File: src/rtl/tile_edge_pixel_owner_shade_core_defines.svh
// ----------------------------------------------------------------------------
// Assertion macros for the tile edge pixel owner shade core
// Concurrent checks used by the RTL; they compile to nothing for synthesis.
// ----------------------------------------------------------------------------
`ifndef TILE_EDGE_PIXEL_OWNER_SHADE_CORE_DEFINES_SVH
`define TILE_EDGE_PIXEL_OWNER_SHADE_CORE_DEFINES_SVH

`ifndef SYNTHESIS
// Consequent must hold in the same cycle as the antecedent
`define TEPOS_ASSERT_SAME(label, clk, rst, ante, cons) \
   label: assert property (@(posedge clk) disable iff (rst) (ante) |-> (cons)) \
      else $error("tepos same-cycle check failed");
// Consequent must hold in the cycle after the antecedent
`define TEPOS_ASSERT_NEXT(label, clk, rst, ante, cons) \
   label: assert property (@(posedge clk) disable iff (rst) (ante) |=> (cons)) \
      else $error("tepos next-cycle check failed");
`else
`define TEPOS_ASSERT_SAME(label, clk, rst, ante, cons)
`define TEPOS_ASSERT_NEXT(label, clk, rst, ante, cons)
`endif

`endif

File: src/rtl/tepos_pkg.sv
// ----------------------------------------------------------------------------
// tepos_pkg
// Types, codes and constants shared by the tile edge pixel owner shade core.
// ----------------------------------------------------------------------------
`timescale 1ns / 1ps

package tepos_pkg;

   // Tile geometry; the tile size must be a power of two
   localparam int TILE_PIXELS = 32;
   localparam int PIX_W       = $clog2(TILE_PIXELS);
   localparam int HALF_TILE   = TILE_PIXELS / 2;
   localparam int EDGE_W      = 3;
   localparam int NUM_SLOTS   = 9;

   // Item actions
   localparam logic ACT_LOAD    = 1'b0;
   localparam logic ACT_RESOLVE = 1'b1;

   // Source classes
   localparam logic [1:0] CLS_NONE  = 2'd0;
   localparam logic [1:0] CLS_FLOOR = 2'd1;
   localparam logic [1:0] CLS_WALL  = 2'd2;
   localparam logic [1:0] CLS_BAD   = 2'd3;

   // Slots, neighbours clockwise from north, then the current cell
   localparam logic [3:0] SLOT_N   = 4'd0;
   localparam logic [3:0] SLOT_NE  = 4'd1;
   localparam logic [3:0] SLOT_E   = 4'd2;
   localparam logic [3:0] SLOT_SE  = 4'd3;
   localparam logic [3:0] SLOT_S   = 4'd4;
   localparam logic [3:0] SLOT_SW  = 4'd5;
   localparam logic [3:0] SLOT_W   = 4'd6;
   localparam logic [3:0] SLOT_NW  = 4'd7;
   localparam logic [3:0] SLOT_CUR = 4'd8;

   // Owner codes
   localparam logic [3:0] OWNER_KEEP = 4'd0;
   localparam logic [3:0] OWNER_MAX  = 4'd8;

   // Edge width hash multipliers
   localparam logic [31:0] HASH_A = 32'h9e3779b9;
   localparam logic [31:0] HASH_B = 32'h85ebca6b;
   localparam logic [31:0] HASH_C = 32'hc2b2ae35;

   // Shade levels
   localparam logic [7:0] SHADE_NONE      = 8'd255;
   localparam logic [7:0] SHADE_N_EDGE    = 8'd176;
   localparam logic [7:0] SHADE_N_INNER   = 8'd222;
   localparam logic [7:0] SHADE_S_EDGE    = 8'd226;
   localparam logic [7:0] SHADE_S_INNER   = 8'd246;
   localparam logic [7:0] SHADE_W_EDGE    = 8'd198;
   localparam logic [7:0] SHADE_W_INNER   = 8'd234;
   localparam logic [7:0] SHADE_E_EDGE    = 8'd218;
   localparam logic [7:0] SHADE_E_INNER   = 8'd242;
   localparam logic [7:0] SHADE_FACE_LOW  = 8'd180;
   localparam logic [7:0] SHADE_FACE_SIDE = 8'd218;
   localparam logic [7:0] SHADE_CORNER    = 8'd226;

   // Input item
   typedef struct packed {
      logic        action;
      logic [3:0]  slot;
      logic [1:0]  source_class;
      logic [15:0] source_priority;
      logic [63:0] source_material;
      logic [9:0]  cell_y;
      logic [9:0]  cell_x;
      logic [4:0]  pixel_x;
      logic [4:0]  pixel_y;
      logic        preserve_floor;
   } req_item_type;

   // Result item
   typedef struct packed {
      logic [3:0] owner;
      logic [7:0] shade;
   } rsp_item_type;

   // One source table entry
   typedef struct packed {
      logic [1:0]  cls;
      logic [15:0] prio;
      logic [63:0] material;
   } slot_entry_type;

   // Table entries seen by the quarter that holds the pixel
   typedef struct packed {
      slot_entry_type cur;
      slot_entry_type horz;
      slot_entry_type vert;
      slot_entry_type diag;
      logic [1:0]     south_cls;
      logic [1:0]     east_cls;
   } slot_view_type;

endpackage

File: src/rtl/tepos_edge_width.sv
// ----------------------------------------------------------------------------
// tepos_edge_width
// Hashed blend edge width (2 or 3 pixels) along one tile edge.
// ----------------------------------------------------------------------------
`timescale 1ns / 1ps

module tepos_edge_width (
   input  logic [9:0]                lead,
   input  logic [9:0]                trail,
   input  logic [tepos_pkg::PIX_W-1:0] along,
   output logic [1:0]                width
);
   import tepos_pkg::*;

   logic [PIX_W+6:0] third_prod;
   logic [PIX_W-1:0] third;
   logic [31:0]      mix;
   logic [31:0]      fold;
   logic [6:0]       nib_sum;
   logic [4:0]       nib_fold;
   logic             div5;
   logic             at_border;

   // along / 3 by reciprocal, exact below 128
   assign third_prod = (PIX_W+7)'(along) * (PIX_W+7)'(43);
   assign third      = PIX_W'(third_prod >> 7);

   // Coordinate hash, folded high half into low
   assign mix  = (32'(lead) * HASH_A) ^ (32'(trail) * HASH_B) ^ (32'(third) * HASH_C);
   assign fold = mix ^ (mix >> 16);

   // 16 = 1 mod 5, so summing nibbles keeps the residue
   assign nib_sum = 7'(fold[3:0])   + 7'(fold[7:4])   + 7'(fold[11:8])  + 7'(fold[15:12])
                  + 7'(fold[19:16]) + 7'(fold[23:20]) + 7'(fold[27:24]) + 7'(fold[31:28]);
   assign nib_fold = 5'(nib_sum[6:4]) + 5'(nib_sum[3:0]);

   always_comb begin
      div5 = nib_fold inside {5'd0, 5'd5, 5'd10, 5'd15, 5'd20};
   end

   // Corners of the edge always get the full width
   assign at_border = (along < PIX_W'(EDGE_W)) || (along >= PIX_W'(TILE_PIXELS - EDGE_W));

   assign width = (at_border || !div5) ? 2'(EDGE_W) : 2'(EDGE_W - 1);

endmodule

File: src/rtl/tepos_slot_table.sv
// ----------------------------------------------------------------------------
// tepos_slot_table
// Nine-slot source table with quarter selection of the neighbours.
// ----------------------------------------------------------------------------
`timescale 1ns / 1ps

module tepos_slot_table (
   input  logic                      clock,
   input  logic                      reset,
   input  logic                      wr_en,
   input  logic [3:0]                wr_slot,
   input  tepos_pkg::slot_entry_type wr_entry,
   input  logic                      left,
   input  logic                      top,
   output tepos_pkg::slot_view_type  view
);
   import tepos_pkg::*;

   slot_entry_type slot_ff [NUM_SLOTS];

   // Slot write; out-of-range slots are dropped
   always_ff @(posedge clock) begin
      if (reset) begin
         for (int i = 0; i < NUM_SLOTS; i++) begin
            slot_ff[i] <= '0;
         end
      end else if (wr_en && wr_slot <= SLOT_CUR) begin
         slot_ff[wr_slot] <= wr_entry;
      end
   end

   // Neighbours of the quarter that holds the pixel
   always_comb begin
      view.cur       = slot_ff[SLOT_CUR];
      view.horz      = left ? slot_ff[SLOT_W] : slot_ff[SLOT_E];
      view.vert      = top  ? slot_ff[SLOT_N] : slot_ff[SLOT_S];
      if (left) begin
         view.diag = top ? slot_ff[SLOT_NW] : slot_ff[SLOT_SW];
      end else begin
         view.diag = top ? slot_ff[SLOT_NE] : slot_ff[SLOT_SE];
      end
      view.south_cls = slot_ff[SLOT_S].cls;
      view.east_cls  = slot_ff[SLOT_E].cls;
   end

endmodule

File: src/rtl/tepos_resolve.sv
// ----------------------------------------------------------------------------
// tepos_resolve
// Owner and depth shade of one pixel from the selected table entries.
// ----------------------------------------------------------------------------
`timescale 1ns / 1ps

module tepos_resolve (
   input  logic [9:0]                  cell_y,
   input  logic [9:0]                  cell_x,
   input  logic [tepos_pkg::PIX_W-1:0] px,
   input  logic [tepos_pkg::PIX_W-1:0] py,
   input  logic                        left,
   input  logic                        top,
   input  logic                        preserve_floor,
   input  tepos_pkg::slot_view_type    view,
   output tepos_pkg::rsp_item_type     result
);
   import tepos_pkg::*;

   // Donor has the base's class, differs in material and ranks higher
   function automatic logic ranks_above(input slot_entry_type base,
                                        input slot_entry_type donor);
      logic differ;
      differ = base.cls != CLS_NONE && donor.cls != CLS_NONE
            && (base.cls != donor.cls || base.material != donor.material);
      return donor.cls == base.cls && differ
          && (donor.prio > base.prio
              || (donor.prio == base.prio && donor.material > base.material));
   endfunction

   function automatic logic [7:0] min_shade(input logic [7:0] a, input logic [7:0] b);
      return (a < b) ? a : b;
   endfunction

   logic [3:0]       hn, vn, dn;
   logic [PIX_W-1:0] u, w;
   logic [PIX_W:0]   uw_sum;
   logic [1:0]       ew_v, ew_h;
   logic [1:0]       cur_cls, other_cls;
   logic             cut_h, cut_v, own_h, own_v, own_d, may_give;
   logic             corner_ok;
   logic [7:0]       shade_a, shade_b, shade_ab;
   logic [3:0]       owner_sel;
   logic [7:0]       shade_sel;

   // Quarter neighbours and distances from the nearest edges
   assign hn = left ? SLOT_W : SLOT_E;
   assign vn = top  ? SLOT_N : SLOT_S;
   assign dn = left ? (top ? SLOT_NW : SLOT_SW) : (top ? SLOT_NE : SLOT_SE);
   assign u  = left ? px : PIX_W'(TILE_PIXELS - 1) - px;
   assign w  = top  ? py : PIX_W'(TILE_PIXELS - 1) - py;
   assign uw_sum = (PIX_W+1)'(u) + (PIX_W+1)'(w);

   // Width of the west/east cut varies along y, north/south cut along x
   tepos_edge_width u_width_v (
      .lead  (cell_y),
      .trail (cell_x),
      .along (py),
      .width (ew_v)
   );

   tepos_edge_width u_width_h (
      .lead  (cell_x),
      .trail (cell_y),
      .along (px),
      .width (ew_h)
   );

   assign cur_cls = view.cur.cls;

   // Owner: cardinal cuts, then the concave notch
   assign may_give  = !(preserve_floor && cur_cls == CLS_FLOOR);
   assign cut_h     = ranks_above(view.cur, view.horz);
   assign cut_v     = ranks_above(view.cur, view.vert);
   assign corner_ok = view.horz.cls == cur_cls && view.vert.cls == cur_cls;
   assign own_h     = cut_h && u < PIX_W'(ew_v);
   assign own_v     = cut_v && w < PIX_W'(ew_h)
                   && (!own_h || w < u || (w == u && ranks_above(view.horz, view.vert)));
   assign own_d     = !cut_h && !cut_v && ranks_above(view.cur, view.diag) && corner_ok
                   && uw_sum < (PIX_W+1)'(EDGE_W);

   always_comb begin
      owner_sel = OWNER_KEEP;
      if (may_give) begin
         if (own_d) begin
            owner_sel = dn + 4'd1;
         end else if (own_v) begin
            owner_sel = vn + 4'd1;
         end else if (own_h) begin
            owner_sel = hn + 4'd1;
         end
      end
   end

   // Shade: contact shadow on floor, face shade on other cells
   assign other_cls = (cur_cls == CLS_FLOOR) ? CLS_WALL : CLS_FLOOR;

   always_comb begin
      shade_a = SHADE_NONE;
      shade_b = SHADE_NONE;
      if (cur_cls == CLS_FLOOR) begin
         if (view.vert.cls == other_cls && w < PIX_W'(2)) begin
            if (top) begin
               shade_a = (w == '0) ? SHADE_N_EDGE : SHADE_N_INNER;
            end else begin
               shade_a = (w == '0) ? SHADE_S_EDGE : SHADE_S_INNER;
            end
         end
         if (view.horz.cls == other_cls && u < PIX_W'(2)) begin
            if (left) begin
               shade_b = (u == '0) ? SHADE_W_EDGE : SHADE_W_INNER;
            end else begin
               shade_b = (u == '0) ? SHADE_E_EDGE : SHADE_E_INNER;
            end
         end
      end else begin
         if (view.south_cls == other_cls && py >= PIX_W'(TILE_PIXELS - 2)) begin
            shade_a = (py == PIX_W'(TILE_PIXELS - 1)) ? SHADE_FACE_LOW : SHADE_FACE_SIDE;
         end
         if (view.east_cls == other_cls && px == PIX_W'(TILE_PIXELS - 1)) begin
            shade_b = SHADE_FACE_SIDE;
         end
      end
      shade_ab = min_shade(shade_a, shade_b);
      // Inner corner touch
      if (view.diag.cls == other_cls && uw_sum < (PIX_W+1)'(2) && corner_ok) begin
         shade_sel = min_shade(shade_ab, SHADE_CORNER);
      end else begin
         shade_sel = shade_ab;
      end
   end

   assign result = '{owner: owner_sel, shade: shade_sel};

endmodule

File: src/rtl/tile_edge_pixel_owner_shade_core.sv
// ----------------------------------------------------------------------------
// tile_edge_pixel_owner_shade_core
// Per-pixel owner and depth shade resolver for tile boundary blending.
// ----------------------------------------------------------------------------
// Usage:
//   req channel: an item either loads one source slot (action load) or
//   resolves one pixel (action resolve). Loads give no result; each resolve
//   gives exactly one rsp item with the owning neighbour and a shade byte.
//   Items are taken at a clock edge with req_valid high and req_stall low.
//   A resolve item is held in the input register, then its result is
//   registered in the result register that drives rsp. Throughput: one
//   item per cycle while req_stall is low, loads and resolves in any mix;
//   a load takes effect for a resolve accepted in the very next cycle.
//   The rate is set by the input register and result register pair; all
//   owner and shade logic sits between them.
//   Reset (synchronous) clears the source table to class none and empties
//   both registers. When rsp_stall holds a result, a resolve waiting in the
//   input register raises req_stall; loads still drain past it.
// ----------------------------------------------------------------------------
`timescale 1ns / 1ps
`include "tile_edge_pixel_owner_shade_core_defines.svh"

module tile_edge_pixel_owner_shade_core (
   input  logic                    clock,
   input  logic                    reset,
   input  logic                    req_valid,
   output logic                    req_stall,
   input  tepos_pkg::req_item_type req_item,
   output logic                    rsp_valid,
   input  logic                    rsp_stall,
   output tepos_pkg::rsp_item_type rsp_item
);
   import tepos_pkg::*;

   logic           s1_valid_ff, s1_valid_in;
   req_item_type   s1_item_ff;
   logic           rsp_valid_ff, rsp_valid_in;
   rsp_item_type   rsp_item_ff;
   rsp_item_type   result;
   slot_view_type  view;
   slot_entry_type wr_entry;
   logic           accept, out_busy, s1_resolve, s1_advance, s1_load;
   logic [PIX_W-1:0] px, py;
   logic           left, top;

   // Handshake control
   assign s1_resolve = s1_valid_ff && s1_item_ff.action == ACT_RESOLVE;
   assign s1_load    = s1_valid_ff && s1_item_ff.action == ACT_LOAD;
   assign out_busy   = rsp_valid_ff && rsp_stall;
   assign req_stall  = s1_resolve && out_busy;
   assign accept     = req_valid && !req_stall;
   assign s1_advance = s1_valid_ff && !req_stall;

   // Input register
   always_comb begin
      if (accept) begin
         s1_valid_in = 1'b1;
      end else if (s1_advance) begin
         s1_valid_in = 1'b0;
      end else begin
         s1_valid_in = s1_valid_ff;
      end
   end

   always_ff @(posedge clock) begin
      if (reset) begin
         s1_valid_ff <= 1'b0;
      end else begin
         s1_valid_ff <= s1_valid_in;
      end
   end

   always_ff @(posedge clock) begin
      if (accept) begin
         s1_item_ff <= req_item;
      end
   end

   // Slot load; class code three is stored as none
   assign wr_entry = '{cls: (s1_item_ff.source_class == CLS_BAD) ? CLS_NONE
                                                               : s1_item_ff.source_class,
                       prio: s1_item_ff.source_priority,
                       material: s1_item_ff.source_material};

   // Pixel within the tile and its quarter
   assign px   = PIX_W'(s1_item_ff.pixel_x);
   assign py   = PIX_W'(s1_item_ff.pixel_y);
   assign left = px < PIX_W'(HALF_TILE);
   assign top  = py < PIX_W'(HALF_TILE);

   tepos_slot_table u_table (
      .clock    (clock),
      .reset    (reset),
      .wr_en    (s1_load),
      .wr_slot  (s1_item_ff.slot),
      .wr_entry (wr_entry),
      .left     (left),
      .top      (top),
      .view     (view)
   );

   tepos_resolve u_resolve (
      .cell_y         (s1_item_ff.cell_y),
      .cell_x         (s1_item_ff.cell_x),
      .px             (px),
      .py             (py),
      .left           (left),
      .top            (top),
      .preserve_floor (s1_item_ff.preserve_floor),
      .view           (view),
      .result         (result)
   );

   // Result register
   always_comb begin
      if (s1_resolve && s1_advance) begin
         rsp_valid_in = 1'b1;
      end else if (!rsp_stall) begin
         rsp_valid_in = 1'b0;
      end else begin
         rsp_valid_in = rsp_valid_ff;
      end
   end

   always_ff @(posedge clock) begin
      if (reset) begin
         rsp_valid_ff <= 1'b0;
      end else begin
         rsp_valid_ff <= rsp_valid_in;
      end
   end

   always_ff @(posedge clock) begin
      if (s1_resolve && s1_advance) begin
         rsp_item_ff <= result;
      end
   end

   assign rsp_valid = rsp_valid_ff;
   assign rsp_item  = rsp_item_ff;

   // Checks
   `TEPOS_ASSERT_SAME(a_stall_only_resolve, clock, reset, req_stall, s1_resolve && rsp_valid_ff)
   `TEPOS_ASSERT_SAME(a_blocked_resolve_stalls, clock, reset, s1_resolve && out_busy, req_stall)
   `TEPOS_ASSERT_NEXT(a_resolve_gives_result, clock, reset, s1_resolve && !out_busy, rsp_valid)
   `TEPOS_ASSERT_SAME(a_owner_range, clock, reset, rsp_valid_ff, rsp_item_ff.owner <= OWNER_MAX)

endmodule
File: config.mk
export PLATFORM = sky130hd
export DESIGN_NAME = tile_edge_pixel_owner_shade_core
export DESIGN_NICKNAME = d
export VERILOG_FILES = /design/src/rtl/tepos_pkg.sv /design/src/rtl/tepos_edge_width.sv /design/src/rtl/tepos_slot_table.sv /design/src/rtl/tepos_resolve.sv /design/src/rtl/tile_edge_pixel_owner_shade_core.sv
export VERILOG_INCLUDE_DIRS = /design/src /design/src/rtl
export SDC_FILE = /design/constraint.sdc
export NUM_CORES = 2
export LEC_CHECK = 0
export BUFFER_PORTS_ARGS = -buffer_cell sky130_fd_sc_hd__buf_4
export CAP_MARGIN = 10
export CORE_MARGIN = 2
export CORE_UTILIZATION = 30
export DETAILED_ROUTE_END_ITERATION = 12
export SLEW_MARGIN = 25
export SYNTH_ARGS = -nofsm -noshare
export SYNTH_HDL_FRONTEND = slang
export SYNTH_HIERARCHICAL = 1
export SYNTH_SLANG_ARGS = --single-unit
File: constraint.sdc
create_clock -name clock -period 15.9 [get_ports clock]
set_clock_uncertainty 0.2 [all_clocks]
set_input_delay 0 -clock clock [delete_from_list [all_inputs] [get_ports clock]]
set_output_delay 0 -clock clock [all_outputs]
set_load 0.01 [all_outputs]
==> results.cfg <==
[yosys]
netlist_area_mm2 = 0.06845
syn-num-nets = 7103
yosysSeqAreaShare_pct = 38.14
synth_edf_count = 868
synth.avg_cell_area_um2 = 11.78
synth_seq_cells = 870
async_flop_share_pct = 0
ys_types = 115
synth_flop_cell = edfxtp_1
syn_inst = 5809
yosys_warnings = 6

[cts]
clock_sink_count = 870
hold_buffers = 243
cts_tree = done
cts.clk_slew.worst_paths_ps = 60
cts-htree-levels = 3
clk_latency_ps = 750
cts_inserted_buffers = 97
cts-root-buf = clkbuf_16
post-cts-setup-buffers = 0
cts_resized = 0
cts_buffer_depth = 3

[grt]
grt_pass1_wl_um = 303600
grtUsageTotal_pct = 17.00
grt_start_max_net_pins = 207
antenna_found_initial = 0
gr-total-overflow = 0
grt_pass1_vias = 48860

[worst_setup_path]
reg2reg_to = rsp_item[10]$_DFFE_PP_
max_stage_delay_ps = 860
cp_max_fo = 9
start_kind = flop
crit_buf_inv = 6
endpoint_kind = flop
critPathLaunch = py[4]$_DFFE_PP_
criticalPathCategory = flop to flop
regToRegSetupSlack_ps = 1440
reg2regPathDepth = 54
arrival_ps = 14850
slowest_stage = o31ai_1
required_ps = 16290
critical-path-top-delay-family = adder cells
timing.rr.start = py[4]$_DFFE_PP_

[drt]
routedWlPerCell_um = 21.43
drt-pass1-iter-count = 6
drc_errors = 0
vias_per_cell = 5.062
dr_total_vias = 46550
route.final.wire_length_um = 197100
first_iter_violations = 3457
ant_nets = 0

[placement]
place.gp.congestion = 0.9102
dp_hpwl_um = 142800
io_buffers = 135

[floorplan]
die_x_um = 481.7
core-area_mm2 = 0.2271
dieArea_mm2 = 0.2320
rows = 175
die_h_um = 481.7
start_util_pct = 30.15
ioPinCount = 136

[timing]
drv_slew = 0
rsz0062_at_grt = no
setup_tns_ps = 0
max_slew_margin_pct = 21.17
finalSetupViolCount = 0
tightest_slew_ps = 1175
max_freq_mhz = 69.17
min_period_ps = 14460
hold_viol = 0
finalCritPeriodShare_pct = 90.92

[worst_hold_path]
whs_endpoint = s1_item_ff[113]$_DFFE_PP_
worstHoldStart = req_valid
min_path_cells = 3
min_path_type = input port to flop

[final_layout]
drive_gt1_share_pct = 15.16
area_growth_pct = 14.64
final_nets = 7403

[job]
drv_cap = 0

[outcome]
status = complete, no violations
## worst register-to-register path, delay by kind of cell (launching register included)
family          cells  cell delay (ps)
fa+ha+maj          14             5450
compound gates     21             4930
xor+xnor            6             1710
simple gates        7             1000
flops               1              620
buf+inv             6              420
## cell usage after synthesis (32+ instances only)
cell      instances  area, µm²
a31oi_1          33      206.5
nand3_1          65      325.3
edfxtp_1        868      26070
nor3_1          502       2512
buf_6            32      360.4
ha_1            785       9822
nand2_1         162      608.1
nor2b_1          44      275.3
clkinv_1         84      315.3
fa_1            387       7747
xor2_1           75      656.9
mux2_2          167       1881
a21oi_1         258       1291
mux4_2           82       1847
a21o_1           94      705.7
a211oi_1         35      262.8
nor3_2          277       2773
nand4_1          76      475.5
nor2_1           94      352.8
clkbuf_1        115      431.7
o21ai_0          87      435.4
buf_2            53      265.3
xnor2_1         279       2444
inv_1           678       2545
## kinds of logic after synthesis
group	count (synthesis)	share of synthesized area, %
buf+inv	1000	5.986
mux	260	5.606
simple gates	1382	12.46
fa+ha+maj	1173	25.68
xor+xnor	364	4.833
flops	870	38.14
other cells	3	0.01645
compound gates	757	7.278
## cells in the final DEF, fill, tap and decap left out, types with 35 or more instances in the layout
cell type	netlist	layout
o21ai_0	87	87
fa_1	387	387
clkbuf_16	0	97
mux2_2	167	167
xor2_1	75	75
a21oi_1	258	257
nor3_2	277	278
nand3_1	65	65
edfxtp_1	868	868
nor2_1	94	94
a21o_1	94	94
buf_4	10	186
nor2b_1	44	44
nor3_1	502	501
inv_1	678	676
ha_1	785	785
nand2_1	162	161
xnor2_1	279	277
mux4_2	82	82
dlygate4sd3_1	0	243
nand4_1	76	76
a211oi_1	35	35
clkinv_1	84	105
## state kept, by name (all words and copies together), names as in the netlist
signal and flops:
px 5, rsp_item 12, s1_valid_ff 1, s1_item_ff 108, py 5, rsp_valid 1, u_table/slot_ff 738
## per-layer routing
layer	global-route usage (%)	up-vias	share of wire (%)
met3	2.154	237	4.8
met1	22.73	23610	44
met4	4.693	0	2.8
met5	0	-	0
li1	-	21550	-
met2	28.80	1165	49
## worst max-delay path by stage
stage / slack, ps / cells past startpoint / end
after CTS: 1400 / 56 / rsp_item[10]$_DFFE_PP_
after detailed placement: 1440 / 56 / rsp_item[10]$_DFFE_PP_
final: 1440 / 54 / rsp_item[10]$_DFFE_PP_
after floorplan: 3320 / 55 / rsp_item[10]$_DFFE_PP_
after global placement: 1870 / 55 / rsp_item[10]$_DFFE_PP_
after global routing: 330 / 56 / rsp_item[10]$_DFFE_PP_
## through the flow
stage	setup WS, ps	util (%)	hold WS [ps]	cell area (µm²)	cells
finish	1444	34.56	191.3	78480	9197
global route	327.1	34.56	167.9	78470	9195
CTS	1395	34.53	115.9	78400	9193
detailed placement	1438	32.01	-20.69	72680	8774
global placement	1866	32.00	-21.71	72660	8774
floorplan	3320	-	-130.9	68450	5809
## cell type report
cell class / instances / area (µm²)
repair buffers: 438 / 3998
well taps: 3009 / 3765
diodes: 2 / 5.005
clock buffers: 112 / 2484
clock inverters: 64 / 800.8
fillers: 22330 / 148600
inverters: 763 / 2879
flip-flops and latches: 870 / 26110
multi-input cells: 3939 / 38440
Power is not shown: default switching activity piles up to over one toggle a cycle in this logic, so the estimate is an artifact.
